==> src/design/srma_pkg.sv <==
package srma_pkg;

  localparam int WINDOW = 20;
  localparam int IDX_W = (WINDOW > 1) ? $clog2(WINDOW) : 1;
  localparam int DATA_W = 8;
  localparam int SUM_W = 14;
  localparam int TICK_W = 20;

  localparam logic [TICK_W-1:0] TICK_MAX = {TICK_W{1'b1}};
  localparam logic [TICK_W-1:0] STALE_RESET = TICK_W'(600000);

  // Reciprocal for sum / WINDOW: ceil(2^RECIP_SH / WINDOW), at most one high.
  localparam int RECIP_SH = SUM_W + 2;
  localparam int RECIP_W = RECIP_SH + 1;
  localparam logic [RECIP_W-1:0] RECIP =
    RECIP_W'(((64'd1 << RECIP_SH) + WINDOW - 1) / WINDOW);

  typedef struct packed {
    logic              mode;
    logic [DATA_W-1:0] reading;
  } in_t;

  typedef struct packed {
    logic [DATA_W-1:0] average;
    logic              restarted;
  } out_t;

  typedef enum logic [2:0] {
    ST_IDLE,
    ST_UPDATE,
    ST_DIVIDE,
    ST_FILL,
    ST_FINISH
  } state_t;

endpackage

==> src/design/srma_ram.sv <==
module srma_ram #(
  parameter int DEPTH = 20,
  parameter int WIDTH = 8,
  parameter int ADDR_W = (DEPTH > 1) ? $clog2(DEPTH) : 1
) (
  input  logic              clk,
  input  logic              we,
  input  logic [ADDR_W-1:0] waddr,
  input  logic [WIDTH-1:0]  wdata,
  input  logic              re,
  input  logic [ADDR_W-1:0] raddr,
  output logic [WIDTH-1:0]  rdata
);

  logic [WIDTH-1:0] mem [DEPTH];

  always_ff @(posedge clk) begin
    if (we) begin
      mem[waddr] <= wdata;
    end
  end

  always_ff @(posedge clk) begin
    if (re) begin
      rdata <= mem[raddr];
    end
  end

endmodule

==> src/design/srma_div.sv <==
module srma_div (
  input  logic                           clk,
  input  logic                           rst,
  input  logic                           start,
  input  logic [srma_pkg::SUM_W-1:0]     dividend,
  output logic                           done,
  output logic [srma_pkg::DATA_W-1:0]    quotient
);

  localparam int PROD_W = srma_pkg::SUM_W + srma_pkg::RECIP_W;

  logic                          busy;
  logic [PROD_W-1:0]             prod;
  logic [srma_pkg::SUM_W-1:0]    held;
  logic [srma_pkg::SUM_W-1:0]    q_est;
  logic [PROD_W-1:0]             q_back;

  // stage 1: multiply by reciprocal
  always_ff @(posedge clk) begin
    if (rst) begin
      busy <= 1'b0;
      done <= 1'b0;
    end else begin
      busy <= start;
      done <= busy;
    end
  end

  always_ff @(posedge clk) begin
    if (start) begin
      prod <= PROD_W'(dividend) * PROD_W'(srma_pkg::RECIP);
      held <= dividend;
    end
  end

  // stage 2: estimate is exact or one high
  assign q_est = srma_pkg::SUM_W'(prod >> srma_pkg::RECIP_SH);
  assign q_back = PROD_W'(q_est) * PROD_W'(srma_pkg::WINDOW);

  always_ff @(posedge clk) begin
    if (busy) begin
      if (q_back > PROD_W'(held)) begin
        quotient <= srma_pkg::DATA_W'(q_est - 1'b1);
      end else begin
        quotient <= srma_pkg::DATA_W'(q_est);
      end
    end
  end

endmodule

==> src/design/stale_refill_moving_average.sv <==
// Channel   Direction  Handshake                  Payload
// sample    in         sample_valid/sample_stall  srma_pkg::in_t  (mode, reading)
// result    out        result_valid/result_stall  srma_pkg::out_t (average, restarted)
// config    in         stale_limit_we             stale_limit_data (20 bits)
//
// One transaction at a time. A tick only advances the tick count. A fresh reading steps
// through ring read, update, two-stage reciprocal divide and result load. A first or
// stale reading rewrites the ring through its single write port, one entry at a time.
// Reset (rst, synchronous) clears sum, slot, seen flag and tick count; the ring
// itself is never cleared since a first reading always refills it.
// A result waits in the output register while the next sample is taken; the
// last step of a reading holds until that register is free.
module stale_refill_moving_average (
  input  logic                               clk,
  input  logic                               rst,
  input  logic                               sample_valid,
  output logic                               sample_stall,
  input  srma_pkg::in_t                      sample,
  output logic                               result_valid,
  input  logic                               result_stall,
  output srma_pkg::out_t                     result,
  input  logic                               stale_limit_we,
  input  logic [srma_pkg::TICK_W-1:0]        stale_limit_data
);

  localparam int IDX_W = srma_pkg::IDX_W;
  localparam int SUM_W = srma_pkg::SUM_W;
  localparam int DATA_W = srma_pkg::DATA_W;
  localparam int TICK_W = srma_pkg::TICK_W;
  localparam logic [IDX_W-1:0] LAST_SLOT = IDX_W'(srma_pkg::WINDOW - 1);

  srma_pkg::state_t state, state_next;

  // control state
  logic [TICK_W-1:0] stale_limit;
  logic [TICK_W-1:0] elapsed, elapsed_next;
  logic              seen, seen_next;
  logic [IDX_W-1:0]  slot, slot_next;
  logic [SUM_W-1:0]  sum, sum_next;
  logic [IDX_W-1:0]  fill_idx, fill_idx_next;
  logic              result_valid_next;

  // per-reading working registers
  logic [DATA_W-1:0] value, value_next;
  logic [DATA_W-1:0] avg, avg_next;
  logic              restart, restart_next;
  srma_pkg::out_t    result_next;

  // ring and divider hookup
  logic              ram_we;
  logic [IDX_W-1:0]  ram_waddr;
  logic              ram_re;
  logic [DATA_W-1:0] ram_rdata;
  logic              div_start;
  logic              div_done;
  logic [DATA_W-1:0] div_q;

  logic [SUM_W-1:0]  sum_upd;
  logic [SUM_W-1:0]  sum_fill;
  logic [IDX_W-1:0]  slot_inc;
  logic              fresh;

  srma_ram #(
    .DEPTH (srma_pkg::WINDOW),
    .WIDTH (DATA_W)
  ) u_ring (
    .clk   (clk),
    .we    (ram_we),
    .waddr (ram_waddr),
    .wdata (value),
    .re    (ram_re),
    .raddr (slot),
    .rdata (ram_rdata)
  );

  // divider takes the updated sum straight from the update step
  srma_div u_div (
    .clk      (clk),
    .rst      (rst),
    .start    (div_start),
    .dividend (sum_upd),
    .done     (div_done),
    .quotient (div_q)
  );

  assign sample_stall = (state != srma_pkg::ST_IDLE);

  // oldest entry out, new reading in
  assign sum_upd = sum - SUM_W'(ram_rdata) + SUM_W'(value);
  assign sum_fill = SUM_W'(value * srma_pkg::WINDOW);
  assign slot_inc = (slot == LAST_SLOT) ? '0 : slot + 1'b1;
  assign fresh = seen && (elapsed < stale_limit);

  always_ff @(posedge clk) begin
    if (rst) begin
      state        <= srma_pkg::ST_IDLE;
      stale_limit  <= srma_pkg::STALE_RESET;
      elapsed      <= '0;
      seen         <= 1'b0;
      slot         <= '0;
      sum          <= '0;
      fill_idx     <= '0;
      result_valid <= 1'b0;
    end else begin
      state        <= state_next;
      if (stale_limit_we) begin
        stale_limit <= stale_limit_data;
      end
      elapsed      <= elapsed_next;
      seen         <= seen_next;
      slot         <= slot_next;
      sum          <= sum_next;
      fill_idx     <= fill_idx_next;
      result_valid <= result_valid_next;
    end
  end

  always_ff @(posedge clk) begin
    value   <= value_next;
    avg     <= avg_next;
    restart <= restart_next;
    result  <= result_next;
  end

  always_comb begin
    state_next    = state;
    elapsed_next  = elapsed;
    seen_next     = seen;
    slot_next     = slot;
    sum_next      = sum;
    fill_idx_next = fill_idx;
    value_next    = value;
    avg_next      = avg;
    restart_next  = restart;
    result_next   = result;
    ram_we        = 1'b0;
    ram_waddr     = slot;
    ram_re        = 1'b0;
    div_start     = 1'b0;

    // output register drains independently of the sequencer
    result_valid_next = result_valid && result_stall;

    case (state)
      srma_pkg::ST_IDLE: begin
        if (sample_valid) begin
          if (!sample.mode) begin
            // millisecond tick, saturating
            if (elapsed != srma_pkg::TICK_MAX) begin
              elapsed_next = elapsed + 1'b1;
            end
          end else begin
            value_next   = sample.reading;
            restart_next = !fresh;
            seen_next    = 1'b1;
            elapsed_next = '0;
            if (fresh) begin
              ram_re     = 1'b1;
              state_next = srma_pkg::ST_UPDATE;
            end else begin
              fill_idx_next = '0;
              state_next    = srma_pkg::ST_FILL;
            end
          end
        end
      end

      srma_pkg::ST_UPDATE: begin
        // old entry is on ram_rdata now
        ram_we     = 1'b1;
        sum_next   = sum_upd;
        slot_next  = slot_inc;
        div_start  = 1'b1;
        state_next = srma_pkg::ST_DIVIDE;
      end

      srma_pkg::ST_DIVIDE: begin
        if (div_done) begin
          avg_next   = div_q;
          state_next = srma_pkg::ST_FINISH;
        end
      end

      srma_pkg::ST_FILL: begin
        // stale or first reading: rewrite every entry
        ram_we        = 1'b1;
        ram_waddr     = fill_idx;
        fill_idx_next = fill_idx + 1'b1;
        if (fill_idx == LAST_SLOT) begin
          sum_next   = sum_fill;
          avg_next   = value;
          slot_next  = slot_inc;
          state_next = srma_pkg::ST_FINISH;
        end
      end

      srma_pkg::ST_FINISH: begin
        if (!result_valid || !result_stall) begin
          result_valid_next = 1'b1;
          result_next.average   = avg;
          result_next.restarted = restart;
          state_next = srma_pkg::ST_IDLE;
        end
      end

      default: begin
        state_next = srma_pkg::ST_IDLE;
      end
    endcase
  end

endmodule
==> config.mk <==
export PLATFORM = sky130hd
export DESIGN_NAME = stale_refill_moving_average
export DESIGN_NICKNAME = d
export VERILOG_FILES = /design/src/design/srma_pkg.sv /design/src/design/srma_ram.sv /design/src/design/srma_div.sv /design/src/design/stale_refill_moving_average.sv
export SDC_FILE = /design/constraint.sdc
export NUM_CORES = 1
export LEC_CHECK = 0
export ABC_AREA = 1
export ABC_CLOCK_PERIOD_IN_PS = 7110
export BUFFER_PORTS_ARGS = -buffer_cell sky130_fd_sc_hd__buf_4
export CAP_MARGIN = 20
export CELL_PAD_IN_SITES_DETAIL_PLACEMENT = 1
export CELL_PAD_IN_SITES_GLOBAL_PLACEMENT = 1
export CORE_MARGIN = 2
export CORE_UTILIZATION = 50
export DETAILED_ROUTE_END_ITERATION = 10
export GPL_ROUTABILITY_DRIVEN = 0
export PLACE_DENSITY = 0.92
export SLEW_MARGIN = 20
export SYNTH_ARGS = -nofsm -noshare
export SYNTH_HDL_FRONTEND = slang
export SYNTH_SLANG_ARGS = --single-unit
==> constraint.sdc <==
create_clock -name clk -period 7.11 [get_ports clk]
set_input_delay 1.422 -clock clk [delete_from_list [all_inputs] [get_ports clk]]
set_output_delay 1.422 -clock clk [all_outputs]
set_load 0.005 [all_outputs]
==> flow_metrics.tcl, run 1 <==
set metrics [dict create \
    insertion_delay_ps 600 \
    dp_hpwl_mm 39.2 \
    htreeDepth 1 \
    cp_data_required_time_ps 7460 \
    nFillCells 3983 \
    cts_tree "done" \
    setup_violations 0 \
    grt_max_degree 84 \
    synthFlopType "edfxtp_1" \
    grt_use_total_pct 30.5 \
    placed_area_um2 18600 \
    drtIter0Drc 1107 \
    vias 14300 \
    cts_root_buf "clkbuf_16" \
    worst_hold_slack_ps 426 \
    vias_per_cell 5.93 \
    grt_overflow 0 \
    wl_mm 55.6 \
    slew_headroom_pct 35.4 \
    cp_common_cell "nand2_1" \
    hold_buffers 0 \
    fin_crit_sh_pct 94.5 \
    hold_viol 0 \
    port_buffers 44 \
    ant_nets 0 \
    start_util_pct 50.4 \
    worst_pin_slew_ps 965 \
    cts.sinks 297 \
    fmax_mhz 149 \
    yosysTopAreaCell "edfxtp_1" \
    rsz0062_at_grt "false" \
    synth.avg_cell_area_um2 9.43 \
    run_status "complete, no violations" \
    path_class "reg2reg" \
    final_cell_area_um2 19600 \
    first_global_vias 15700 \
    syn_nets 2141 \
    num_rows 69 \
    diodes 0 \
    slowest_stage "fa_1" \
    pre_cts_slack_ps 548 \
    synth-seq-cells 297 \
    clk_path_buf_depth 3 \
    core-area_um2 35200 \
    synth-edff-count 226 \
    die_h_um 192 \
    cp-start-kind "flop" \
    critical_path_peak_fanout 6 \
    synth.top_cells.by_area "edfxtp_1 (38%), ha_1 (12%), dfxtp_1 (8.0%)" \
    synth.yosys.warnings 0 \
    firstDrtPassIters 5 \
    pin_count 45 \
    final-max-slew-violation-count 0 \
    period_minus_slack_ps 6720 \
    layout-drive-gt1-share_pct 7.27 \
    async_reset_ff_share_pct 0 \
    layout.nets 2188 \
    cts_resized 0 \
    setup_ws_ps 389 \
    clk_pin_slew_ps 70 \
    maxCapViolCount 0 \
    cts_setup_buffers 0 \
    synth_top_area_share_pct 38.2 \
    drc 0 \
    netlist_instances 1882 \
    die_x_um 192 \
    hold_path_class "reg2reg" \
    slowest_delay_ps 570 \
    grt_pass1_wl_mm 86.6 \
    critPathCaptureType "flop" \
    numCtsBuffers 31 \
    clock_skew_ps 15.7 \
    synth.yosys.seq_area_share_pct 46.2 \
    antenna_found_initial 0 \
    wl_per_cell_um 23.0 \
    netlist_area_um2 17800 \
    synth_cell_type_count 53 \
    crit_arrival_ps 7070 \
    syn2layout_area_growth_pct 10.5 \
    final.setup.tns_ps 0 \
    die-area_um2 37000 \
]
cell usage in the layout, fill, tap and decap left out, drive strengths merged, types with 2 or more instances in the layout:
cell type,count
o211ai,10
nor3b,3
nor4,2
nand4,20
a31oi,6
nand3b,4
o22ai,20
o221ai,9
nand2,324
a32oi,5
fa,52
a2bb2oi,5
nand3,87
xor2,38
o21bai,6
buf,63
a21oi,115
clkinv,18
clkbuf,33
a31o,2
edfxtp,226
nor3,16
nor2,181
ha,173
o21ai,134
dfxtp,71
bufinv,4
a21o,12
inv,284
a211oi,3
o32ai,2
or2,2
xnor2,11
o21a,3
a41oi,3
critical path, delay by kind of cell, from the launching register on:
kind,cells,cell delay [ps]
and+or+nand+nor,7,760
AOI/OAI and AO/OA,7,1480
buffers and inverters,6,530
DFF,1,390
adders and majority gates,8,3270
registers in the layout, indices dropped and copies added (netlist names), 3 cells and up:
signal          count
u_div.prod         10
fill_idx            5
value               8
stale_limit        20
slot                5
u_div.quotient      8
result              9
elapsed            20
u_ring.mem        160
state               3
avg                 8
sum                14
u_ring.rdata        8
u_div.held         14
cells in the mapped netlist, drive strengths merged, types with 2 or more instances:
cell type and instances:
edfxtp 226, a32oi 5, o21bai 6, o221ai 9, o211ai 10, clkbuf 38, inv 281, xnor2 11
a21o 12, a2bb2oi 5, o32ai 2, o21ai 134, ha 173, nor3b 3, clkinv 2, nor4 2
o22ai 20, nand3b 4, a211oi 3, a41oi 3, nor2 181, nand3 87, fa 52, a21oi 115
nor3 16, nand2 324, a31oi 6, nand4 20, o21a 3, dfxtp 71, a31o 2, xor2 38
buf 11, or2 2
path summary, 6_finish.rpt:
path	startpoint	to	slack [ps]	depth (start not counted)
setup / recovery	value[3]	u_div.prod[25]	390	28
hold / removal	avg[3]	result[4]	430	0
setup reg to reg	value[3]	u_div.prod[25]	390	28
hold reg to reg	avg[3]	result[4]	430	0
through the flow:
stage / util (%) / cells
3_5_place_dp: 52.8 / 2357
5_1_grt: 55.7 / 2414
3_3_place_gp: 52.8 / 2357
4_1_cts: 55.7 / 2414
2_1_floorplan: - / 1882
6_report: 55.7 / 2414
logic make-up (layout without fill, tap and decap cells):
group,after synthesis,in the layout,synth area share (%)
and+or+nand+nor,641,641,15.1
AOI/OAI and AO/OA,338,338,11.0
buffers and inverters,332,403,7.21
DFF,297,297,46.2
adders and majority gates,225,225,18.1
xor gates and xnor gates,49,49,2.42
per-layer routing:
metal	global-route usage, %	wire, µm	share of wire (%)
met5	0	0	0
met4	15.6	2820	5.1
met3	4.53	3280	5.9
met2	55.5	28500	51
met1	34.8	21000	38
area by class of cell:
| cell class | count | area, µm² | area share, % |
|---|---|---|---|
| multi-input combinational | 1253 | 8270 | 42.2 |
| inverter | 283 | 1060 | 5.42 |
| sequential | 297 | 8210 | 41.9 |
| tap | 461 | 577 | 2.94 |
| clock inverter | 24 | 238 | 1.21 |
| timing repair buffer | 63 | 473 | 2.41 |
| clock buffer | 33 | 783 | 3.99 |
Power of run 1 is left out: the tool's default activity adds up to more than one toggle a clock period on the data nets, which glitch-free logic cannot reach.
==> run 2, diff against run 1 <==
--- a/config.mk
+++ b/config.mk
@@ -12,10 +12,11 @@
 export CELL_PAD_IN_SITES_DETAIL_PLACEMENT = 1
 export CELL_PAD_IN_SITES_GLOBAL_PLACEMENT = 1
 export CORE_MARGIN = 2
-export CORE_UTILIZATION = 50
+export CORE_UTILIZATION = 51
+export CTS_BUF_LIST = sky130_fd_sc_hd__clkbuf_8
 export DETAILED_ROUTE_END_ITERATION = 10
 export GPL_ROUTABILITY_DRIVEN = 0
-export PLACE_DENSITY = 0.92
+export PLACE_DENSITY = 0.93
 export SLEW_MARGIN = 20
 export SYNTH_ARGS = -nofsm -noshare
 export SYNTH_HDL_FRONTEND = slang
==> run 2 against run 1 <==
Routed wire length rose by 6.7%. Via count up 3.9%. Sequential share of layout area rose by 0.30 points. Cell count up 0.99%. Final area is 0.71% lower. Clock skew is 31 ps higher. Worst setup slack got worse by 160 ps. Non-clock buffer count did not move. Utilization is 0.97 points higher. First-iteration DRC count is 24% higher. Critical path type unchanged. Critical endpoint is now u_div.prod[24].
==> flow_metrics.tcl, run 2 (synthesis gave the netlist of run 1 again) <==
set metrics [dict create \
    grt_use_total_pct 33.2 \
    hold_viol 0 \
    layout_commonest_cell "nand2_1" \
    drc 0 \
    maxCapViolCount 0 \
    crit_arrival_ps 7230 \
    placed_area_um2 18600 \
    clock_skew_ps 46.3 \
    wl_per_cell_um 24.3 \
    die_x_um 191 \
    top_register "u_ring.mem" \
    min_from "avg[1]" \
    pre_cts_slack_ps 351 \
    cp-start-kind "flop" \
    layout-drive-gt1-share_pct 7.87 \
    mostFrequentLayoutCells "nand2_1 (317), inv_1 (296), edfxtp_1 (226)" \
    syn2layout_area_growth_pct 9.68 \
    grt_pass1_wl_mm 91.9 \
    fmax_mhz 145 \
    clk_pin_slew_ps 60 \
    die-area_um2 36300 \
    cts_root_buf "clkbuf_8" \
    critical_path_peak_fanout 6 \
    antenna_found_initial 0 \
    slowest_stage "fa_1" \
    cp_data_required_time_ps 7460 \
    crit_family "adder cells" \
    grt_overflow 0 \
    cts.sinks 297 \
    dp_hpwl_mm 40.3 \
    start_util_pct 51.6 \
    nFillCells 3957 \
    htreeDepth 2 \
    slowest_delay_ps 570 \
    core-area_um2 34400 \
    setup_ws_ps 233 \
    hold_buffers 0 \
    worstReg2RegStart "value[1]" \
    numCtsBuffers 49 \
    firstDrtPassIters 6 \
    insertion_delay_ps 620 \
    grt_max_degree 84 \
    period_minus_slack_ps 6880 \
    path_buf_inv 5 \
    worst_pin_slew_ps 953 \
    largest_reg_flops 160 \
    num_rows 68 \
    port_buffers 44 \
    run_status "complete, no violations" \
    final_cell_area_um2 19500 \
    ant_nets 0 \
    hold_path_class "reg2reg" \
    cp_common_cell "inv_1" \
    setup_violations 0 \
    worstRegToRegCells 26 \
    slew_headroom_pct 36.5 \
    reg_top3 "u_ring.mem: 160 flops, elapsed: 20 flops, stale_limit: 20 flops" \
    cts_setup_buffers 0 \
    whs_endpoint "result[2]" \
    vias 14900 \
    pin_count 45 \
    drtIter0Drc 1372 \
    whs_path_depth 0 \
    wl_mm 59.3 \
    fin_crit_sh_pct 96.7 \
    clk_path_buf_depth 3 \
    first_global_vias 16400 \
    final-max-slew-violation-count 0 \
    path_class "reg2reg" \
    critPathCaptureType "flop" \
    die_h_um 191 \
    diodes 0 \
    layout.nets 2206 \
    vias_per_cell 6.10 \
    rr_endpoint "u_div.prod[24]" \
    cts_tree "done" \
    rrSetupSlack_ps 230 \
]
[run 2: cell count changes in the layout (fill, tap and decap cells not counted), moves of 2 or more]
cell and change:
clkbuf_8 +50, clkbuf_16 -31, inv_1 +22, bufinv_16 -3
clkinv_2 -3, clkbuf_1 -2
[run 2: timing repair]
action                     4_1_cts  5_1_grt
gates resized for setup          0        6
hold endpoints to repair         0        0
setup endpoints to repair        0        8
[run 2: routing by layer]
metal / part of all wire, % / routed length, µm / track usage, % / up-vias
met5: 0 / 0 / 0 / -
met4: 6.6 / 3940 / 20.8 / 0
met3: 7.6 / 4510 / 6.28 / 294
met2: 50 / 29700 / 58.6 / 817
met1: 36 / 21200 / 36.9 / 7275
li1: - / - / - / 6494
[run 2: through the flow]
step | hold WS, ps | util, % | setup TNS, ps | instances
final | 423 | 56.6 | 0 | 2438
after global routing | 432 | 56.6 | -16.3 | 2438
after CTS | 425 | 56.6 | 0 | 2438
after detailed placement | 410 | 54.1 | 0 | 2351
after global placement | 406 | 54.1 | 0 | 2351
after floorplan | 400 | - | 0 | 1882
[run 2: worst register-to-register path: cells and delay by family (launching register included)]
kind | cells | cell delay [ps]
buffers and inverters | 5 | 650
AO/OA/AOI/OAI | 3 | 560
XOR/XNOR | 1 | 70
AND/OR/NAND/NOR | 9 | 1620
adder cells (fa/ha/maj) | 8 | 3300
flip-flops | 1 | 430
[run 2: worst max-delay path by stage]
stage | from | endpoint | depth (start not counted)
5_1_grt | value[1] | u_div.prod[22] | 25
2_1_floorplan | value[2] | u_div.prod[21] | 27
4_1_cts | sum[2] | u_div.prod[21] | 28
6_report | value[1] | u_div.prod[24] | 26
3_3_place_gp | value[1] | u_div.prod[25] | 28
3_5_place_dp | sum[2] | u_div.prod[21] | 28
[run 2: layout make-up]
| class | instances | area, µm² | area share (%) |
|---|---|---|---|
| clock buffer | 50 | 688 | 3.53 |
| timing repair buffer | 63 | 473 | 2.43 |
| sequential | 297 | 8210 | 42.2 |
| clock inverter | 37 | 185 | 0.951 |
| multi-input combinational | 1253 | 8280 | 42.5 |
| inverter | 283 | 1060 | 5.46 |
| tap | 455 | 569 | 2.92 |
Power of run 2 is left out for the same reason.
==> run 3, diff against run 2 <==
--- a/config.mk
+++ b/config.mk
@@ -6,17 +6,17 @@
 export NUM_CORES = 1
 export LEC_CHECK = 0
 export ABC_AREA = 1
-export ABC_CLOCK_PERIOD_IN_PS = 7110
+export ABC_CLOCK_PERIOD_IN_PS = 8100
 export BUFFER_PORTS_ARGS = -buffer_cell sky130_fd_sc_hd__buf_4
 export CAP_MARGIN = 20
 export CELL_PAD_IN_SITES_DETAIL_PLACEMENT = 1
 export CELL_PAD_IN_SITES_GLOBAL_PLACEMENT = 1
 export CORE_MARGIN = 2
-export CORE_UTILIZATION = 51
+export CORE_UTILIZATION = 55
 export CTS_BUF_LIST = sky130_fd_sc_hd__clkbuf_8
 export DETAILED_ROUTE_END_ITERATION = 10
 export GPL_ROUTABILITY_DRIVEN = 0
-export PLACE_DENSITY = 0.93
+export PLACE_DENSITY = 0.95
 export SLEW_MARGIN = 20
 export SYNTH_ARGS = -nofsm -noshare
 export SYNTH_HDL_FRONTEND = slang
==> constraint.sdc (replaced) <==
create_clock -name clk -period 8.1 [get_ports clk]
set_input_delay 1.62 -clock clk [delete_from_list [all_inputs] [get_ports clk]]
set_output_delay 1.62 -clock clk [all_outputs]
set_load 0.005 [all_outputs]
==> run 3 against run 2 <==
Die area fell by 7.1%. Worst hold slack better by 0.55 ps. Utilization rose by 4.8 points. Critical endpoint is now u_div.prod[21]. Global-route usage is 6.5 points higher.
==> flow_metrics.tcl, run 3 (synthesis gave the netlist of run 1 again) <==
set metrics [dict create \
    insertion_delay_ps 630 \
    syn2layout_area_growth_pct 9.57 \
    layout_commonest_cell "nand2_1" \
    largest_reg_flops 160 \
    fin_crit_sh_pct 95.3 \
    dp_hpwl_mm 41.5 \
    die_h_um 184 \
    cts_setup_buffers 0 \
    min_from "avg[7]" \
    final.setup.tns_ps 0 \
    worstReg2RegStart "value[7]" \
    firstDrtPassIters 6 \
    drtIter0Drc 1575 \
    whs_endpoint "result[8]" \
    core-area_um2 31600 \
    layout.nets 2203 \
    nFillCells 3569 \
    place_inst 2294 \
    port_buffers 44 \
    vias 15600 \
    setup_violations 0 \
    placed_area_um2 18500 \
    grt_pass1_wl_mm 101 \
    cts_resized 0 \
    antenna_found_initial 2 \
    drc 0 \
    final_cell_area_um2 19500 \
    first_global_vias 17400 \
    pin_count 45 \
    seq_area_um2 8210 \
    worst_pin_slew_ps 1040 \
    clk_pin_slew_ps 70 \
    grt_use_total_pct 39.7 \
    run_status "complete, no violations" \
    rr_endpoint "u_div.prod[21]" \
    start_util_pct 56.1 \
    clk_path_buf_depth 3 \
    num_rows 65 \
    hold_viol 0 \
    grt_max_degree 84 \
    path_class "reg2reg" \
    cts_root_buf "clkbuf_8" \
    period_minus_slack_ps 7720 \
    post-route-util_pct 61.5 \
    fmax_mhz 130 \
    cts_tree "done" \
    wl_mm 65.9 \
    multi_input_comb_area_um2 8270 \
    crit_arrival_ps 8090 \
    mostFrequentLayoutCells "nand2_1 (318), inv_1 (288), edfxtp_1 (226)" \
    final-max-slew-violation-count 0 \
    slew_headroom_pct 30.4 \
    instances_no_fill 2388 \
    cp_data_required_time_ps 8470 \
    cts.sinks 297 \
    top_register "u_ring.mem" \
    whs_path_depth 0 \
    reg_top3 "u_ring.mem: 160 flops, elapsed: 20 flops, stale_limit: 20 flops" \
    rsz0062_at_grt "false" \
    hold_buffers 0 \
    cp-start-kind "flop" \
    critPathCaptureType "flop" \
    wl_per_cell_um 27.6 \
    clock_skew_ps 44.1 \
    ant_nets 0 \
    maxCapViolCount 0 \
    grt_overflow 0 \
    worstRegToRegCells 26 \
    htreeDepth 2 \
    vias_per_cell 6.54 \
    diodes 0 \
    rrSetupSlack_ps 380 \
    hold_path_class "reg2reg" \
    numCtsBuffers 50 \
    die-area_um2 33700 \
    critical_path_peak_fanout 23 \
    die_x_um 184 \
    layout-drive-gt1-share_pct 8.16 \
]
-- run 3: cell types whose count changed in the layout (fill, tap and decap cells not counted), sizes merged --
cell      delta
clkinv       +9
clkbuf       +4
clkinvlp     -1
buf          -4
inv          -5
-- run 3: worst max-delay path by stage --
| stage | startpoint | depth (start not counted) | end |
|---|---|---|---|
| floorplan | value[2] | 27 | u_div.prod[21] |
| global placement | value[7] | 23 | u_div.prod[16] |
| detailed placement | value[7] | 28 | u_div.prod[23] |
| CTS | value[7] | 28 | u_div.prod[23] |
| global route | value[7] | 28 | u_div.prod[23] |
| finish | value[7] | 26 | u_div.prod[21] |
-- run 3: layout make-up --
class / instances / share of cell area, %
multi-input combinational: 1253 / 42.5
clock buffer: 54 / 3.82
sequential: 297 / 42.2
inverter: 283 / 5.46
timing repair buffer: 59 / 2.28
tap: 402 / 2.59
clock inverter: 40 / 1.14
-- run 3: routing by layer --
layer	vias up	track usage, %	share of wire, %
met4	4	31.6	9.1
met5	-	0	0.041
met1	7569	43.2	34
met3	489	9.73	9.0
met2	1076	66.3	48
li1	6486	-	-
-- run 3: per-stage QoR --
step                hold WS, ps  setup WS, ps
global route                434           210
detailed placement          412           891
finish                      424           384
floorplan                   400          1790
global placement            408          1400
CTS                         428           643
-- run 3: critical path, cell delays in order, from the launching register on --
cell	delay, ps
edfxtp_1	990
inv_1	220
fa_1	550
inv_1	50
ha_1	340
inv_1	90
o21ai_0	120
a21oi_1	250
nand2_1	130
nand2_1	120
nand2_1	330
ha_1	490
xor2_1	290
fa_1	560
fa_1	630
inv_1	80
fa_1	530
inv_1	50
ha_1	370
a21oi_1	330
nor2_1	80
a211oi_1	270
nand2_1	220
nand2_1	150
nand2_1	70
nand2_1	80
nand2_1	60
Power of run 3 is left out for the same reason.
